===== src/rtl/base64_stream_decoder_assert.svh =====
// Assertion macros shared by the base64 stream decoder modules.
// Each macro expects signals named clk and rst_n in the including module.
`ifndef BASE64_STREAM_DECODER_ASSERT_SVH
`define BASE64_STREAM_DECODER_ASSERT_SVH

// Same-cycle implication, disabled during reset.
`define B64D_ASSERT_NOW(lbl, ante, cons) \
  lbl: assert property (@(posedge clk) disable iff (!rst_n) (ante) |-> (cons)) \
    else $error("base64 decoder same-cycle check failed");

// Next-cycle implication, disabled during reset.
`define B64D_ASSERT_NEXT(lbl, ante, cons) \
  lbl: assert property (@(posedge clk) disable iff (!rst_n) (ante) |=> (cons)) \
    else $error("base64 decoder next-cycle check failed");

`endif


===== src/rtl/b64d_pkg.sv =====
// Shared types, constants and the alphabet lookup of the base64 stream decoder.
// No dependencies; imported by every decoder module.
package b64d_pkg;

  localparam int COUNT_WIDTH_DEF = 24;
  localparam int CAP_WIDTH       = 24;
  localparam int QUEUE_DEPTH     = 4;
  localparam int CFG_IDX_W       = 1;

  // Configuration register indexes.
  localparam logic [CFG_IDX_W-1:0] CFG_OUT_CAPACITY = 1'd0;
  localparam logic [CFG_IDX_W-1:0] CFG_COUNT_ONLY   = 1'd1;

  // Character codes of the standard alphabet.
  localparam logic [7:0] CHAR_UPPER_A = 8'h41;
  localparam logic [7:0] CHAR_UPPER_Z = 8'h5a;
  localparam logic [7:0] CHAR_LOWER_A = 8'h61;
  localparam logic [7:0] CHAR_LOWER_Z = 8'h7a;
  localparam logic [7:0] CHAR_DIGIT_0 = 8'h30;
  localparam logic [7:0] CHAR_DIGIT_9 = 8'h39;
  localparam logic [7:0] CHAR_PLUS    = 8'h2b;
  localparam logic [7:0] CHAR_SLASH   = 8'h2f;
  localparam logic [7:0] CHAR_PAD     = 8'h3d;

  localparam logic [5:0] SEXTET_LOWER_BASE = 6'd26;
  localparam logic [5:0] SEXTET_DIGIT_BASE = 6'd52;
  localparam logic [5:0] SEXTET_PLUS       = 6'd62;
  localparam logic [5:0] SEXTET_SLASH      = 6'd63;

  localparam logic KIND_BYTE   = 1'b0;
  localparam logic KIND_STATUS = 1'b1;

  // Work handed from the front to the back: up to three bytes and a status.
  typedef struct packed {
    logic [2:0]      emit;
    logic [2:0][7:0] bytes;
    logic            stat;
    logic            ok;
    logic [CAP_WIDTH-1:0] len;
  } job_t;

  // Returns {valid, sextet}; valid is low for characters outside the alphabet.
  function automatic logic [6:0] sextet_of(input logic [7:0] c);
    logic [6:0] r;
    r = 7'd0;
    if (c >= CHAR_UPPER_A && c <= CHAR_UPPER_Z) begin
      r = {1'b1, 6'(c - CHAR_UPPER_A)};
    end else if (c >= CHAR_LOWER_A && c <= CHAR_LOWER_Z) begin
      r = {1'b1, 6'(c - CHAR_LOWER_A) + SEXTET_LOWER_BASE};
    end else if (c >= CHAR_DIGIT_0 && c <= CHAR_DIGIT_9) begin
      r = {1'b1, 6'(c - CHAR_DIGIT_0) + SEXTET_DIGIT_BASE};
    end else if (c == CHAR_PLUS) begin
      r = {1'b1, SEXTET_PLUS};
    end else if (c == CHAR_SLASH) begin
      r = {1'b1, SEXTET_SLASH};
    end
    return r;
  endfunction

endpackage


===== src/rtl/b64d_front.sv =====
// Front part: configuration registers, character classification, group
// assembly, byte counting and status. Depends on b64d_pkg and the assert header.
`include "base64_stream_decoder_assert.svh"

module b64d_front #(
  parameter int COUNT_WIDTH = b64d_pkg::COUNT_WIDTH_DEF
) (
  input  logic                           clk,
  input  logic                           rst_n,
  input  logic                           cfg_we,
  input  logic [b64d_pkg::CFG_IDX_W-1:0] cfg_index,
  input  logic [b64d_pkg::CAP_WIDTH-1:0] cfg_wdata,
  input  logic                           in_valid,
  output logic                           in_ready,
  input  logic [7:0]                     in_char,
  input  logic                           in_present,
  input  logic                           in_end,
  input  logic                           q_full,
  output logic                           push_valid,
  output b64d_pkg::job_t                 push_job
);
  import b64d_pkg::*;

  localparam int EW = ((COUNT_WIDTH > CAP_WIDTH) ? COUNT_WIDTH : CAP_WIDTH) + 1;
  localparam logic [EW-1:0] CNT_MAX = {{(EW-COUNT_WIDTH){1'b0}}, {COUNT_WIDTH{1'b1}}};

  logic [CAP_WIDTH-1:0]   cap_r;
  logic                   count_only_r;
  logic [1:0]             pos_r, pos_nxt;
  logic [17:0]            acc_r, acc_nxt;
  logic                   pad3_r, pad3_nxt;
  logic                   closed_r, closed_nxt;
  logic                   err_r, err_nxt;
  logic [COUNT_WIDTH-1:0] bc_r, bc_nxt;

  logic                   fire;
  logic [6:0]             sx;
  logic                   is_pad;
  logic                   err_mid;
  logic                   pad3_mid;
  logic [5:0]             v;
  logic                   grp_done;
  logic [23:0]            chunk;
  logic [1:0]             pads;
  logic [2:0]             byte_on;
  logic [2:0]             counted;
  logic [2:0]             emit;
  logic                   sat_hit;
  logic [1:0]             inc;
  logic [COUNT_WIDTH-1:0] bc_new;
  logic [EW-1:0]          bc_ext;
  logic [EW-1:0]          cap_ext;
  logic [EW-1:0]          cnt_k [3];
  logic                   ok;

  assign in_ready = !q_full;
  assign fire     = in_valid && in_ready;
  assign cap_ext  = EW'(cap_r);

  always_comb begin
    sx       = sextet_of(in_char);
    is_pad   = (in_char == CHAR_PAD);
    err_mid  = err_r;
    pad3_mid = pad3_r;
    v        = 6'd0;
    if (in_present) begin
      if (closed_r) begin
        err_mid = 1'b1;
      end else if (pos_r < 2'd2) begin
        if (!sx[6]) err_mid = 1'b1;
        else v = sx[5:0];
      end else if (pos_r == 2'd2) begin
        if (is_pad) pad3_mid = 1'b1;
        else if (!sx[6]) err_mid = 1'b1;
        else v = sx[5:0];
      end else begin
        if (pad3_r && !is_pad) err_mid = 1'b1;
        else if (!is_pad && !sx[6]) err_mid = 1'b1;
        else if (!is_pad) v = sx[5:0];
      end
    end

    grp_done = in_present && (pos_r == 2'd3);
    chunk    = {acc_r, v};
    pads     = pad3_r ? 2'd2 : (is_pad ? 2'd1 : 2'd0);
    byte_on  = {grp_done && !err_mid && (pads == 2'd0),
                grp_done && !err_mid && (pads != 2'd2),
                grp_done && !err_mid};

    // The count only grows, so once one byte hits the ceiling all later ones do.
    sat_hit = 1'b0;
    for (int k = 0; k < 3; k++) begin
      cnt_k[k]   = EW'(bc_r) + EW'(k);
      counted[k] = byte_on[k] && (cnt_k[k] < CNT_MAX);
      sat_hit    = sat_hit | (byte_on[k] && (cnt_k[k] >= CNT_MAX));
      emit[k]    = counted[k] && !count_only_r && (cnt_k[k] < cap_ext);
    end
    inc     = {1'b0, counted[0]} + {1'b0, counted[1]} + {1'b0, counted[2]};
    bc_new  = bc_r + COUNT_WIDTH'(inc);
    bc_ext  = EW'(bc_new);

    err_nxt    = err_mid | sat_hit;
    pos_nxt    = pos_r;
    acc_nxt    = acc_r;
    pad3_nxt   = pad3_r;
    closed_nxt = closed_r | (grp_done && (pads != 2'd0));
    if (in_present) begin
      if (pos_r == 2'd3) begin
        pos_nxt  = 2'd0;
        acc_nxt  = 18'd0;
        pad3_nxt = 1'b0;
      end else begin
        pos_nxt  = pos_r + 2'd1;
        acc_nxt  = {acc_r[11:0], v};
        pad3_nxt = pad3_mid;
      end
    end
    bc_nxt = bc_new;

    ok = !err_nxt && (pos_nxt == 2'd0) && (count_only_r || (bc_ext <= cap_ext));

    push_job.emit  = emit;
    push_job.bytes = {chunk[7:0], chunk[15:8], chunk[23:16]};
    push_job.stat  = in_end;
    push_job.ok    = ok;
    push_job.len   = ok ? bc_ext[CAP_WIDTH-1:0] : {CAP_WIDTH{1'b0}};
    push_valid     = fire && ((|emit) || in_end);
  end

  always_ff @(posedge clk) begin
    if (!rst_n) begin
      cap_r        <= '0;
      count_only_r <= 1'b0;
    end else if (cfg_we) begin
      case (cfg_index)
        CFG_OUT_CAPACITY: cap_r        <= cfg_wdata;
        CFG_COUNT_ONLY:   count_only_r <= cfg_wdata[0];
        default:          ;
      endcase
    end
  end

  always_ff @(posedge clk) begin
    if (!rst_n) begin
      pos_r    <= 2'd0;
      acc_r    <= 18'd0;
      pad3_r   <= 1'b0;
      closed_r <= 1'b0;
      err_r    <= 1'b0;
      bc_r     <= '0;
    end else if (fire) begin
      if (in_end) begin
        pos_r    <= 2'd0;
        acc_r    <= 18'd0;
        pad3_r   <= 1'b0;
        closed_r <= 1'b0;
        err_r    <= 1'b0;
        bc_r     <= '0;
      end else begin
        pos_r    <= pos_nxt;
        acc_r    <= acc_nxt;
        pad3_r   <= pad3_nxt;
        closed_r <= closed_nxt;
        err_r    <= err_nxt;
        bc_r     <= bc_nxt;
      end
    end
  end

  `B64D_ASSERT_NEXT(a_end_clears_text, fire && in_end, (pos_r == 2'd0) && (bc_r == '0) && !err_r)
  `B64D_ASSERT_NOW(a_failed_group_silent, fire && err_mid, emit == 3'b000)

endmodule


===== src/rtl/b64d_queue.sv =====
// Short request queue between the front and the back of the decoder.
// Depends on b64d_pkg and the assert header.
`include "base64_stream_decoder_assert.svh"

module b64d_queue (
  input  logic           clk,
  input  logic           rst_n,
  input  logic           push,
  input  b64d_pkg::job_t push_job,
  output logic           full,
  input  logic           pop,
  output logic           pop_valid,
  output b64d_pkg::job_t pop_job
);
  import b64d_pkg::*;

  localparam int PW = $clog2(QUEUE_DEPTH);
  localparam int CW = $clog2(QUEUE_DEPTH + 1);
  localparam logic [PW-1:0] LAST_SLOT = PW'(QUEUE_DEPTH - 1);

  job_t          slot_r [QUEUE_DEPTH];
  logic [PW-1:0] wr_ptr_r, wr_ptr_nxt;
  logic [PW-1:0] rd_ptr_r, rd_ptr_nxt;
  logic [CW-1:0] cnt_r, cnt_nxt;
  logic          do_pop;

  assign full      = (cnt_r == CW'(QUEUE_DEPTH));
  assign pop_valid = (cnt_r != '0);
  assign pop_job   = slot_r[rd_ptr_r];
  assign do_pop    = pop && pop_valid;

  always_comb begin
    wr_ptr_nxt = wr_ptr_r;
    rd_ptr_nxt = rd_ptr_r;
    cnt_nxt    = cnt_r;
    if (push) begin
      wr_ptr_nxt = (wr_ptr_r == LAST_SLOT) ? '0 : wr_ptr_r + PW'(1);
    end
    if (do_pop) begin
      rd_ptr_nxt = (rd_ptr_r == LAST_SLOT) ? '0 : rd_ptr_r + PW'(1);
    end
    if (push && !do_pop) cnt_nxt = cnt_r + CW'(1);
    else if (!push && do_pop) cnt_nxt = cnt_r - CW'(1);
  end

  always_ff @(posedge clk) begin
    if (!rst_n) begin
      wr_ptr_r <= '0;
      rd_ptr_r <= '0;
      cnt_r    <= '0;
    end else begin
      wr_ptr_r <= wr_ptr_nxt;
      rd_ptr_r <= rd_ptr_nxt;
      cnt_r    <= cnt_nxt;
    end
  end

  always_ff @(posedge clk) begin
    if (push) slot_r[wr_ptr_r] <= push_job;
  end

  `B64D_ASSERT_NOW(a_no_push_when_full, push, !full)

endmodule


===== src/rtl/b64d_back.sv =====
// Back part: takes queued requests and sends their results one per cycle, while
// out_ready is high, through an output register. Depends on b64d_pkg and the assert header.
`include "base64_stream_decoder_assert.svh"

module b64d_back (
  input  logic                           clk,
  input  logic                           rst_n,
  input  logic                           q_valid,
  input  b64d_pkg::job_t                 q_job,
  output logic                           q_pop,
  output logic                           out_valid,
  input  logic                           out_ready,
  output logic [7:0]                     out_byte,
  output logic                           out_kind,
  output logic                           out_ok,
  output logic [b64d_pkg::CAP_WIDTH-1:0] out_len,
  output logic                           out_last
);
  import b64d_pkg::*;

  job_t                 job_r;
  logic [3:0]           rem_r, rem_nxt;
  logic                 ov_r, ov_nxt;
  logic [7:0]           byte_r, byte_nxt;
  logic                 kind_r, kind_nxt;
  logic                 ok_r, ok_nxt;
  logic [CAP_WIDTH-1:0] len_r, len_nxt;
  logic                 last_r, last_nxt;

  logic                 can_load;
  logic                 take;
  logic [3:0]           pick;
  logic [3:0]           rem_after;

  // Remaining results: bits 0..2 are bytes in order, bit 3 is the status.
  always_comb begin
    can_load  = !ov_r || out_ready;
    take      = (rem_r != 4'd0) && can_load;
    pick      = rem_r & (~rem_r + 4'd1);
    rem_after = rem_r & ~pick;
    q_pop     = q_valid && ((rem_r == 4'd0) || (take && (rem_after == 4'd0)));

    rem_nxt = rem_r;
    if (q_pop) rem_nxt = {q_job.stat, q_job.emit};
    else if (take) rem_nxt = rem_after;

    ov_nxt   = take ? 1'b1 : (out_ready ? 1'b0 : ov_r);
    byte_nxt = byte_r;
    kind_nxt = kind_r;
    ok_nxt   = ok_r;
    len_nxt  = len_r;
    last_nxt = last_r;
    if (take) begin
      last_nxt = (rem_after == 4'd0);
      if (pick[3]) begin
        byte_nxt = 8'd0;
        kind_nxt = KIND_STATUS;
        ok_nxt   = job_r.ok;
        len_nxt  = job_r.len;
      end else begin
        byte_nxt = pick[0] ? job_r.bytes[0] : (pick[1] ? job_r.bytes[1] : job_r.bytes[2]);
        kind_nxt = KIND_BYTE;
        ok_nxt   = 1'b0;
        len_nxt  = '0;
      end
    end
  end

  always_ff @(posedge clk) begin
    if (!rst_n) begin
      rem_r <= 4'd0;
      ov_r  <= 1'b0;
    end else begin
      rem_r <= rem_nxt;
      ov_r  <= ov_nxt;
    end
  end

  always_ff @(posedge clk) begin
    if (q_pop) job_r <= q_job;
    byte_r <= byte_nxt;
    kind_r <= kind_nxt;
    ok_r   <= ok_nxt;
    len_r  <= len_nxt;
    last_r <= last_nxt;
  end

  assign out_valid = ov_r;
  assign out_byte  = byte_r;
  assign out_kind  = kind_r;
  assign out_ok    = ok_r;
  assign out_len   = len_r;
  assign out_last  = last_r;

  `B64D_ASSERT_NOW(a_popped_request_not_empty, q_pop, (q_job.emit != 3'b000) || q_job.stat)
  `B64D_ASSERT_NOW(a_status_is_last, take && pick[3], rem_after == 4'd0)

endmodule


===== src/rtl/base64_stream_decoder.sv =====
// Top level of the streaming base64 decoder: front, request queue and back.
// Depends on b64d_pkg, b64d_front, b64d_queue and b64d_back.
//
//  channel | direction | tdata                                   | tuser        | tlast
//  in_     | slave     | text_char[7:0]                          | char_present | end_of_text
//  out_    | master    | out_byte, decode_ok, decoded_length, 0s | item_kind    | last_of_run
//  cfg_    | write     | cfg_index selects register, cfg_wdata   | -            | -
//
// One character is accepted per cycle while the request queue has room.
// Results leave at one per cycle through the output register while out_tready
// is high; an item that completes a group gives up to three bytes plus a status,
// so the output port sets the sustained rate for such items. A request's first
// result passes the queue slot, the back's remaining-results register and the
// output register. Synchronous reset clears all control state; no clearing pass.

module base64_stream_decoder #(
  parameter int COUNT_WIDTH = b64d_pkg::COUNT_WIDTH_DEF
) (
  input  logic                           clk,
  input  logic                           rst_n,
  input  logic                           cfg_we,
  input  logic [b64d_pkg::CFG_IDX_W-1:0] cfg_index,
  input  logic [b64d_pkg::CAP_WIDTH-1:0] cfg_wdata,
  input  logic                           in_tvalid,
  output logic                           in_tready,
  input  logic [7:0]                     in_tdata,  // [7:0] text_char
  input  logic                           in_tuser,  // [0] char_present
  input  logic                           in_tlast,
  output logic                           out_tvalid,
  input  logic                           out_tready,
  output logic [39:0]                    out_tdata, // [7:0] out_byte, [8] decode_ok,
                                                    // [32:9] decoded_length, [39:33] zero
  output logic                           out_tuser, // [0] item_kind
  output logic                           out_tlast
);
  import b64d_pkg::*;

  logic                 push_valid;
  job_t                 push_job;
  logic                 q_full;
  logic                 q_pop;
  logic                 q_valid;
  job_t                 q_job;
  logic [7:0]           o_byte;
  logic                 o_ok;
  logic [CAP_WIDTH-1:0] o_len;

  b64d_front #(
    .COUNT_WIDTH(COUNT_WIDTH)
  ) u_front (
    .clk        (clk),
    .rst_n      (rst_n),
    .cfg_we     (cfg_we),
    .cfg_index  (cfg_index),
    .cfg_wdata  (cfg_wdata),
    .in_valid   (in_tvalid),
    .in_ready   (in_tready),
    .in_char    (in_tdata),
    .in_present (in_tuser),
    .in_end     (in_tlast),
    .q_full     (q_full),
    .push_valid (push_valid),
    .push_job   (push_job)
  );

  b64d_queue u_queue (
    .clk       (clk),
    .rst_n     (rst_n),
    .push      (push_valid),
    .push_job  (push_job),
    .full      (q_full),
    .pop       (q_pop),
    .pop_valid (q_valid),
    .pop_job   (q_job)
  );

  b64d_back u_back (
    .clk       (clk),
    .rst_n     (rst_n),
    .q_valid   (q_valid),
    .q_job     (q_job),
    .q_pop     (q_pop),
    .out_valid (out_tvalid),
    .out_ready (out_tready),
    .out_byte  (o_byte),
    .out_kind  (out_tuser),
    .out_ok    (o_ok),
    .out_len   (o_len),
    .out_last  (out_tlast)
  );

  assign out_tdata = {7'd0, o_len, o_ok, o_byte};

endmodule


===== config.mk =====
export PLATFORM = sky130hd
export DESIGN_NAME = base64_stream_decoder
export DESIGN_NICKNAME = d
export VERILOG_FILES = /design/src/rtl/b64d_pkg.sv /design/src/rtl/b64d_front.sv /design/src/rtl/b64d_queue.sv /design/src/rtl/b64d_back.sv /design/src/rtl/base64_stream_decoder.sv
export VERILOG_INCLUDE_DIRS = /design/src /design/src/rtl
export SDC_FILE = /design/constraint.sdc
export NUM_CORES = 1
export LEC_CHECK = 0
export ABC_AREA = 1
export BUFFER_PORTS_ARGS = -buffer_cell sky130_fd_sc_hd__buf_2
export CAP_MARGIN = 20
export CORE_UTILIZATION = 60
export DETAILED_ROUTE_END_ITERATION = 12
export PLACE_DENSITY = 0.78
export SYNTH_ARGS = -nofsm -noshare
export SYNTH_HDL_FRONTEND = slang
export SYNTH_HIERARCHICAL = 1
export SYNTH_SLANG_ARGS = --single-unit
export TNS_END_PERCENT = 30

===== constraint.sdc =====
create_clock -name clk -period 8.4 [get_ports clk]
set_clock_uncertainty 0.2 [all_clocks]
set_input_delay 1.68 -clock clk [delete_from_list [all_inputs] [get_ports clk]]
set_output_delay 1.68 -clock clk [all_outputs]
set_load 0.01 [all_outputs]

# Word-level counts from Yosys, hierarchy flattened

Memories as Yosys holds them, arrays and structs flattened. A register that Yosys moved wholly into a read port is not among the register bits.
Cells that the tools add are included.

Register bits: 168
Bits in writable memories: 212
Input port bits: 40
Output and inout port bits: 44
Word-level logic and storage cells: 196
Memories kept: 1

$add $sub $neg: 16
$lt $le $gt $ge: 17
Equality and inequality tests: 11
Mux-type cells: 56
Bitwise logic cells: 9
Reductions and logical operators: 63

Memory list:

| name           | depth | width | read ports | clocked after memory_dff | wr ports | RTL line         | text |
|---|---|---|---|---|---|---|---|
| u_queue.slot_r | 4     | 53    | 1          | 1                        | 1        | b64d_queue.sv:21 | `job_t slot_r [QUEUE_DEPTH];` |

Operators with widths:

| operator              | count |
|---|---|
| $mux 18               | 3 |
| $mux 6                | 9 |
| $ge 25x24->1 const B  | 2 |
| $lt 25x24->1          | 2 |
| $lt 25x24->1 const B  | 2 |
| $mux 24               | 2 |
| $mux 7                | 5 |
| $logic_and 1x1->1     | 32 |
| $add 24x1->25 const B | 1 |
| $add 24x2->25 const B | 1 |
| $add 24x2->24         | 1 |
| $eq 8x6->1 const B    | 3 |
| $ge 24x24->1 const B  | 1 |
| $le 24x24->1          | 1 |
| $lt 24x24->1          | 1 |
| $lt 24x24->1 const B  | 1 |
| $mux 1                | 23 |
| $ge 8x7->1 const B    | 2 |
| $le 8x7->1 const B    | 2 |
| $mux 2                | 8 |
| $mux 8                | 2 |
| $sub 6x6->6 const B   | 2 |
| $reduce_bool 2->1     | 5 |
| $logic_not 1->1       | 9 |
| other kinds (30)      | 52 |

# Depth between registers and ports, before layout

Depth in word-level cells: 27
Depth in mapped cells: 36
Depth with buffers taken out: 33

# Hierarchy

The synthesis kept the hierarchy.

By module, submodules not included:

| module                | times used | cells each | area an instance (um^2) | sequential area each (um^2) |
|---|---|---|---|---|
| b64d_queue            | 1          | 577        | 8511.9                  | 6546.3 |
| b64d_front            | 1          | 1193       | 7644.8                  | 1441.4 |
| b64d_back             | 1          | 240        | 3290.7                  | 2622.5 |
| base64_stream_decoder | 1          | 9          | 63.8                    | 0.0 |

# Worst setup path after synthesis

OpenSTA, ideal clock, no wires.

Path type: input -> register
From: input in_tdata[2]
To: memory u_queue/slot_r[0][24] in the netlist's numbering (data pin)
Library setup time: 130 ps
Data arrival time: 6821 ps
Data required time: 8070 ps
Slack: 1249 ps
Cell stages on the path: 30
Buffers on the path: 2
Cells stage by stage: inv_1 ha_1 a21oi_1 nor3_1 o21ai_0 nand3_1 nand4_1 nand3_1 nor2_1 and2_1 fa_1 ha_1 inv_1 fa_1 nor2_1 nand2_1 nor2_1 nand2_1 xor2_1 inv_1 ha_1 nand2_1 nor4_1 nor3b_1 a41oi_1 a21boi_0 nand4_4 buf_6 inv_2 buf_4

Cells in the longest elaborated chain, start to end: 24
Elaborated cells on any way between the ends: 54
Those cells by class: add/sub: 3; order compare: 7; eq/ne: 4; mux: 15; bitwise: 3; reduce/logical: 22

Ends and longest elaborated chain:

| what                                                                | RTL line                    | text |
|---|---|---|
| from (decl)                                                         | base64_stream_decoder.sv:26 | `input logic [7:0] in_tdata,` |
| parallel branches: the longest is 23 deep, another holds $ge 8x6->1 | -                           |  |
| $logic_and 1x1->1 (*)                                               | b64d_front.sv:120           | `ok = !err_nxt && (pos_nxt == 2'd0) && (count_only_r \|\| (bc_ext <= cap_ext));` |
| via u_front.ok                                                      | b64d_front.sv:54            | `logic ok;` |
| to (decl)                                                           | b64d_queue.sv:21            |  |

Mark *: on every way through the listed nets, which the timed path passes.

==> flow_summary.toml <==
[synthesis]
syn_area_um2 = 19500
synth_cell_types = 55
async_flop_share_pct = 0
ys.flop_type = "edfxtp_1"
yosysWarningCount = 6
synth_edf_count = 296
synth.ff_latch_count = 382
postSynthCellCount = 2019
ys_seq_area_share_pct = 54.4
synth.avg_cell_area_um2 = 9.66

[sta]
drv_slew = 0
max_freq_ghz = 0.129
holdWs_ns = 0.286
final.setup.worst_slack_ns = 0.661
grt_setup_unrepaired = "false"
fin_tns_setup_ns = 0
finalCritPeriodShare_pct = 92.1
slew_headroom_pct = 29.6
fin_crit_ns = 7.74
setup_viol = 0
timing.final.hold_violations = 0
tightest_slew_ns = 1.05

[grt]
grt_overflow_total = 0
grt_pass1_vias = 13800
grt_max_degree = 107
antenna_found_initial = 0
grt_pass1_wl_um = 74500
track_usage_pct = 29.3

[cts]
clockBufferDepth = 3
cts_root_buffer = "clkbuf_16"
htreeDepth = 2
clock_latency_ns = 0.54
clock-sinks = 382
clkTransAtPathRegs_ns = 0.06
cts_tree = "done"
cts_inserted_buffers = 39
hold_buffers = 0

[critical_path]
r2r_cells = 31
crit_path_start_kind = "primary input"
worst_setup_path_end_kind = "register"
timing.rr.end = "u_queue/slot_r[2][2]"
crit_buf_inv = 6
cp_top_family = "simple AND/OR/NAND/NOR gates"
cp-endpoint = "u_queue/slot_r[2][2]"
slowest_stage = "fa_1"
timing.rr.start = "u_front/bc_r[2]"
crit_arrival_ns = 7.86
slowest_delay_ns = 0.48
path_common_cell = "nand2_1"
cp-startpoint = "in_tdata[0]"
r2r_slack_ns = 0.86
critical_path_required_ns = 8.52
critPathMaxFanout = 25
path_class = "in2reg"
crit_cells = 32

[flow_run]
max_cap_violations = 0

[finish]
mostFrequentLayoutCells = "nand2_1, edfxtp_1, nor2_1, inv_1, o21ai_0"
fin_util_pct = 67.0
synthToLayoutAreaGrowth_pct = 9.21
n_antenna_cell = 0
n_fill_cell = 2427
nets = 2236
layout.cells.most_common = "nand2_1"
drive_gt1_share_pct = 12.9

[route]
drt-vias-per-instance = 5.69
wl_per_cell_um = 18.9
ant_nets = 0
dr.pass1.iters = 5
wl_um = 48100
route.vias.total = 14500
drt-initial-drc-count = 1345
drc = 0

[floorplan]
io_pins = 84
coreArea_um2 = 31800
die_area_um2 = 33200
start_util_pct = 61.4
fp-row-count = 65
die_y_um = 182
die_w_um = 182

[worst_hold_path]
hp-start = "u_front/err_r"
min_path_type = "reg2reg"

[place]
gp_congestion = 0.958
io_buffers = 76
hpwl_um = 32600
preCtsSetupSlack_ns = 0.100

[pwr]
leakage_uw = 0.00871
total_power_uw = 5730
peakVddDrop_mv = 0.327
p_per_area_nw_per_um2 = 269

[run_status]
status = "finished clean"
[registers in the layout (all words and copies together), names as in the netlist, named ones only]
name / flops
u_queue/rd_ptr_r: 2
u_queue/slot_r: 212
u_front/bc_r: 24
u_queue/wr_ptr_r: 2
u_back/out_ok: 1
u_back/rem_r: 4
u_front/cap_r: 24
u_front/err_r: 1
u_front/closed_r: 1
u_back/out_kind: 1
u_front/pad3_r: 1
u_front/pos_r: 2
u_back/out_byte: 8
u_front/acc_r: 18
u_back/out_valid: 1
u_queue/cnt_r: 3
u_back/job_r: 49
u_back/out_last: 1
u_front/count_only_r: 1
u_back/out_len: 24
[tightest hold or removal path: stages, from the launching register on]
cell,delay (ns)
dfxtp_1,0.31
nand2_1,0.07
a21oi_1,0.06
[final cells by class]
cell class | count | area, um2 | share of cell area [%]
sequential | 382 | 10600 | 49.8
multi-input combinational | 1347 | 7620 | 35.7
clock buffer | 56 | 1080 | 5.07
inverter | 212 | 801 | 3.76
tap | 435 | 544 | 2.55
timing repair buffer | 94 | 536 | 2.51
clock inverter | 15 | 119 | 0.558
[synth_stat cells (all sizes together) (3+ instances only)]
library cell / instances / area share (%)
o21a: 3 / 0.12
nor2: 282 / 6.4
ha: 117 / 7.5
and2: 7 / 0.24
o21ai: 173 / 4.4
a211oi: 5 / 0.19
or2: 3 / 0.096
edfxtp: 296 / 46
nand2: 389 / 7.8
o22ai: 53 / 2.3
nand4: 22 / 0.78
buf: 53 / 2.0
a21oi: 122 / 3.1
o211ai: 11 / 0.42
dfxtp: 86 / 8.8
inv: 212 / 4.1
clkbuf: 31 / 0.65
nand3: 78 / 2.1
xor2: 36 / 1.7
nor3: 14 / 0.42
nor4: 4 / 0.13
fa: 3 / 0.31
[per-layer routing]
metal / track usage (%) / wire [um]
met1: 40.5 / 20500
met2: 47.8 / 22500
met3: 4.65 / 3970
met4: 8.81 / 1160
met5: 0 / 0
[worst min-delay path by stage]
stage                                  to  slack, ns  cells after the start
finish                      u_front/err_r       0.29                      2
global route                u_front/err_r       0.31                      2
CTS                         u_front/err_r       0.28                      2
detailed placement          u_front/err_r       0.28                      2
global placement    u_queue/slot_r[0][31]       0.27                      0
floorplan           u_queue/slot_r[0][29]       0.25                      0
[logic make-up (layout without fill, tap and decap cells)]
| family | count (synthesis) | after routing | share of synthesized area, % |
|---|---|---|---|
| AND/OR/NAND/NOR | 802 | 802 | 18.1 |
| flip-flops | 382 | 382 | 54.4 |
| AO/OA/AOI/OAI | 380 | 380 | 11.2 |
| buffers and inverters | 296 | 377 | 6.75 |
| adder cells (fa/ha/maj) | 120 | 120 | 7.81 |
| XOR/XNOR | 38 | 38 | 1.78 |
| other | 1 | 7 | 0.0192 |
[metrics by stage]
| stage | instance area (um2) | std cells |
|---|---|---|
| floorplan | 19500 | 2025 |
| global placement | 20100 | 2469 |
| detailed placement | 20100 | 2469 |
| CTS | 21300 | 2540 |
| global route | 21300 | 2541 |
| finish | 21300 | 2541 |
[power breakdown]
group          internal [uW]  switching [uW]
Sequential              2500             110
Clock                    932             697
Combinational            416            1070
Total                   3850            1870
[repair_timing]
item / 4_1_cts / 5_1_grt
buffers inserted: 0 / 0
gates resized for setup: 0 / 1
setup endpoints to repair: 0 / 12
(Power assumes the default switching activity.)
